==> src/rtl/core/restoring_divider_u32_unit_assert.svh <==
// Assertion macros used by the restoring divider top level.
`ifndef RESTORING_DIVIDER_U32_UNIT_ASSERT_SVH
`define RESTORING_DIVIDER_U32_UNIT_ASSERT_SVH

// Same-cycle implication, sampled on the rising clock edge outside reset.
`define RDU32_ASSERT_IMPLIES(label, clk, rst, ante, cons) \
   label: assert property (@(posedge clk) disable iff (rst) (ante) |-> (cons)) \
      else $error("restoring divider assertion failed");

// Next-cycle implication, sampled on the rising clock edge outside reset.
`define RDU32_ASSERT_NEXT(label, clk, rst, ante, cons) \
   label: assert property (@(posedge clk) disable iff (rst) (ante) |=> (cons)) \
      else $error("restoring divider assertion failed");

`endif

==> src/rtl/core/rdu32_stage.sv <==
// One pipeline stage of the restoring divider: a single shift and trial subtraction.
module rdu32_stage #(
   parameter int DATA_WIDTH = 32
) (
   input  logic                  clock,
   input  logic                  reset,
   input  logic                  in_valid,
   output logic                  in_stall,
   input  logic [DATA_WIDTH-1:0] in_rem,
   input  logic [DATA_WIDTH-1:0] in_dvd,
   input  logic [DATA_WIDTH-1:0] in_dvs,
   input  logic [DATA_WIDTH-1:0] in_quo,
   input  logic                  in_dbz,
   output logic                  out_valid,
   input  logic                  out_stall,
   output logic [DATA_WIDTH-1:0] out_rem,
   output logic [DATA_WIDTH-1:0] out_dvd,
   output logic [DATA_WIDTH-1:0] out_dvs,
   output logic [DATA_WIDTH-1:0] out_quo,
   output logic                  out_dbz
);

   logic                  valid_ff;
   logic [DATA_WIDTH-1:0] rem_ff;
   logic [DATA_WIDTH-1:0] rem_in;
   logic [DATA_WIDTH-1:0] dvd_ff;
   logic [DATA_WIDTH-1:0] dvd_in;
   logic [DATA_WIDTH-1:0] dvs_ff;
   logic [DATA_WIDTH-1:0] quo_ff;
   logic [DATA_WIDTH-1:0] quo_in;
   logic                  dbz_ff;
   logic [DATA_WIDTH-1:0] shifted;
   logic [DATA_WIDTH:0]   trial;
   logic                  load;

   // The stage holds only when it carries a transaction the next stage refuses.
   assign in_stall = valid_ff && out_stall;
   assign load     = in_valid && !in_stall;

   // The bit shifted out of the partial remainder makes the trial one bit wider.
   always_comb begin
      shifted = {in_rem[DATA_WIDTH-2:0], in_dvd[DATA_WIDTH-1]};
      trial   = {in_rem[DATA_WIDTH-1], shifted} - {1'b0, in_dvs};
      dvd_in  = {in_dvd[DATA_WIDTH-2:0], 1'b0};
      if (trial[DATA_WIDTH]) begin
         rem_in = shifted;
         quo_in = {in_quo[DATA_WIDTH-2:0], 1'b0};
      end else begin
         rem_in = trial[DATA_WIDTH-1:0];
         quo_in = {in_quo[DATA_WIDTH-2:0], 1'b1};
      end
   end

   always_ff @(posedge clock) begin
      if (reset) begin
         valid_ff <= 1'b0;
      end else if (!in_stall) begin
         valid_ff <= in_valid;
      end
   end

   always_ff @(posedge clock) begin
      if (load) begin
         rem_ff <= rem_in;
         dvd_ff <= dvd_in;
         dvs_ff <= in_dvs;
         quo_ff <= quo_in;
         dbz_ff <= in_dbz;
      end
   end

   assign out_valid = valid_ff;
   assign out_rem   = rem_ff;
   assign out_dvd   = dvd_ff;
   assign out_dvs   = dvs_ff;
   assign out_quo   = quo_ff;
   assign out_dbz   = dbz_ff;

endmodule

==> config.mk <==
export PLATFORM = sky130hd
export DESIGN_NAME = rdu32_stage
export DESIGN_NICKNAME = d
export VERILOG_FILES = /design/src/rtl/core/restoring_divider_u32_unit_assert.svh /design/src/rtl/core/rdu32_stage.sv
export SDC_FILE = /design/constraint.sdc
export NUM_CORES = 1
export LEC_CHECK = 0
export BUFFER_PORTS_ARGS = -buffer_cell sky130_fd_sc_hd__buf_2
export CORE_ASPECT_RATIO = 0.75
export CORE_MARGIN = 2
export CORE_UTILIZATION = 35
export CTS_BUF_LIST = sky130_fd_sc_hd__clkbuf_8
export CTS_CLUSTER_SIZE = 10
export DETAILED_ROUTE_END_ITERATION = 16
export PLACE_DENSITY = 0.62
export SLEW_MARGIN = 30
export SYNTH_ARGS = -nofsm -noshare
export SYNTH_HDL_FRONTEND = slang
export SYNTH_SLANG_ARGS = --single-unit
==> constraint.sdc <==
create_clock -name clock -period 17.5 [get_ports clock]
set_input_delay 1.75 -clock clock [delete_from_list [all_inputs] [get_ports clock]]
set_output_delay 1.75 -clock clock [all_outputs]
set_load 0.02 [all_outputs]
==> summary.txt <==
Clock tree
  • Cts-stage hold buffer count: 0
  • Clk Latency, worst-skew pair: 450 ps
  • H-tree depth: 4
  • Worst-path clk slew: about 70 ps
  • Sink Count: between 100 and 150
  • CTS max path bufs: 2
  • Root Buffer: clkbuf_8
  • CTS tree: built
  • Post-CTS Resized: 0
  • CTS Buf Count: 17
  • Setup Buffers After CTS: 0

Synthesis
  • Synth Instances: a little under 500
  • Syn Std Cell Area: 6350 um^2
  • Post-synth top flop: edfxtp_1
  • Post-synth ARST share: 0%
  • EDFF count, synth: roughly 130
  • Synth Register Bits: 129
  • Synth warnings: 0
  • Sequential area share after synthesis: between 60% and 70%
  • Yosys cell types: 50
  • Syn_area_per_cell: around 13 um^2
  • Post-synthesis net count: 658

Die
  • CORE AREA: around 18000 um^2
  • Die height: around 120 um
  • Die width: 160 um
  • Initial Util: a little over a third
  • # IOs: about 260
  • Number of cell rows: 42
  • Full die area: around 19000 um^2

Timing
  • Setup TNS: 0 ps
  • Final Skew: between 10 and 15 ps
  • Period utilisation layout: between 20 and 30%
  • Max Fclk: ~0.20 GHz
  • Post-layout min period: 4980 ps
  • Max_slew headroom: between 40 and 50%
  • RSZ-0062 raised after global routing: false
  • Max-slew violation count: 0
  • Final setup fails: 0
  • Fin. Hold Viols: 0
  • Worst Tran Pin Value: just under 800 ps

Run status
  • Outcome: completed

Route
  • DR pass1 iterations: 4
  • Vias per cell: approximately 4.8
  • DRT iter0 DRCs: 310
  • Number of remaining DRC errors: 0
  • Routed Wire Length: roughly 17000 um
  • WL/cell: roughly 17 um
  • Via count: a little under 5k
  • ANT nets after route: 0

Layout
  • Fillcell total: around 1.7k
  • Area Overhead vs Synth: 31.0%
  • Most frequent cells in the layout: buf_2, edfxtp_1, nand2_1, inv_1, ha_1
  • Nets: 922
  • Ratio of cells with drive above 1 in the final layout: a little over two fifths
  • Final Instance Area: ~8300 um^2
  • Commonest non-fill, non-tap cell in the layout: buf_2

Placed design
  • DP Area: just under 8000 um^2
  • Gpl congestion: approximately 0.85
  • Port bufs: roughly 260
  • Hpwl dp: roughly 13000 um

Pwr
  • Leakage: 3.75 nW
  • Peak VDD IR: between 0.04 and 0.05 mV
  • Cell Pwr Density: about 99 nW/um^2
  • Tot Pwr: about 0.00083 W

Worst setup path
  • CP startpoint: in_dvs[13]
  • Startpoint Class: input pin
  • Setup CP Type: input pin to register
  • CP Data Required Time: between 15000 and 20000 ps
  • Worst Setup End Kind: register
  • Crit Path Max Fanout: 25
  • CP Data Arrival Time: ~5200 ps
  • Reg-to-reg startpoint: out_valid

Global routing
  • GRT Resource Usage Total: about 17%
  • Total grt overflow: 0
  • Vias in the first global route: around 4.6k
  • Initial antenna violation count: 3
  • Largest net degree at the start of global routing: between 80 and 90
  • First-pass GRT wire length: approximately 25000 um

Worst hold path
  • Min-Delay Path Class: register to register
  • Hold_sp: out_valid

Job
  • MaxCap Viol Count: 0
-- critical path, cell delays in order --
cell and delay (ps):
buf_2 90, inv_1 40, ha_1 370, a21oi_2 260, o211ai_1 140, a221o_1 350, a211o_1 330, o21a_1 230
o211ai_4 660, inv_2 520, mux2_4 420
-- cell usage after synthesis (all sizes together), types with 3 or more instances --
library cell  count  area share [%]
a211oi            5            0.59
a21boi            4            0.47
a21o             16             1.9
a21oi            31             2.7
and2              3            0.30
and3              5            0.49
buf               4            0.65
clkbuf           14            0.83
edfxtp          128              60
ha               32             6.3
inv              39             2.3
mux2             20             4.7
nand2            44             2.6
nand2b            5            0.49
nand3            10            0.79
nand4             6            0.59
nor2             21             1.2
nor2b             6            0.59
nor3              3            0.24
o211ai            9             1.3
o21a              4            0.47
o21ai            24             1.9
o21bai            6            0.71
o31ai             5            0.59
o41ai             3            0.41
xnor2            12             1.7
xor2             12             1.7
-- layer usage --
layer  part of all wire, %  routed length, um  vias to the layer above  track usage, %
li1                      -                  -                     2360               -
met1                    44               7360                     2274            22.2
met2                    46               7780                      189            27.5
met3                   8.4               1410                       18            6.52
met4                   1.0                174                        4            4.72
met5                  0.16                 27                        -               0
-- per-stage QoR --
| step | hold WS [ps] | instances | worst slack, ps | util, % |
|---|---|---|---|---|
| final | 691 | 1012 | 12520 | 47.0 |
| after global routing | 736 | 1012 | 12310 | 47.0 |
| after CTS | 703 | 1011 | 12480 | 47.0 |
| after detailed placement | 692 | 979 | 12000 | 44.7 |
| after global placement | 650 | 978 | 12030 | 44.5 |
| after floorplan | 786 | 492 | 9250 | - |
-- sequential cells by signal, summed over array words and instances (netlist names) --
register	cells
out_valid	1
out_rem	32
out_quo	32
out_dbz	1
out_dvs	32
out_dvd	31
-- cell type report --
type / instances / area (um^2) / share of cell area, %
multi-input cells: 306 / 2260 / 27.1
inverters: 39 / 146 / 1.76
clock buffers: 17 / 234 / 2.81
clock inverters: 15 / 171 / 2.06
flip-flops and latches: 129 / 3860 / 46.4
well taps: 242 / 303 / 3.64
repair buffers: 263 / 1350 / 16.2
diodes: 1 / 2.50 / 0.0301
-- power breakdown --
group          switching, W  total (W)  internal (W)
registers        0.00000471   0.000375      0.000370
clock network      0.000137   0.000268      0.000131
logic              0.000110   0.000184     0.0000739
-- cells by family after synthesis --
group | synth area share (%)
other cells | 0.0590
fa+ha+maj | 6.62
compound gates | 12.3
flops | 60.8
buf+inv | 3.78
xor+xnor | 3.31
simple gates | 8.27
mux | 4.82
-- final timing paths --
kind	endpoint	slack, ps	depth (start not counted)
max	out_rem[24]	12520	11
min	out_valid	690	3
min reg2reg	out_valid	690	3
max reg2reg	out_rem[2]	15170	4
(Power assumes the default switching activity.)
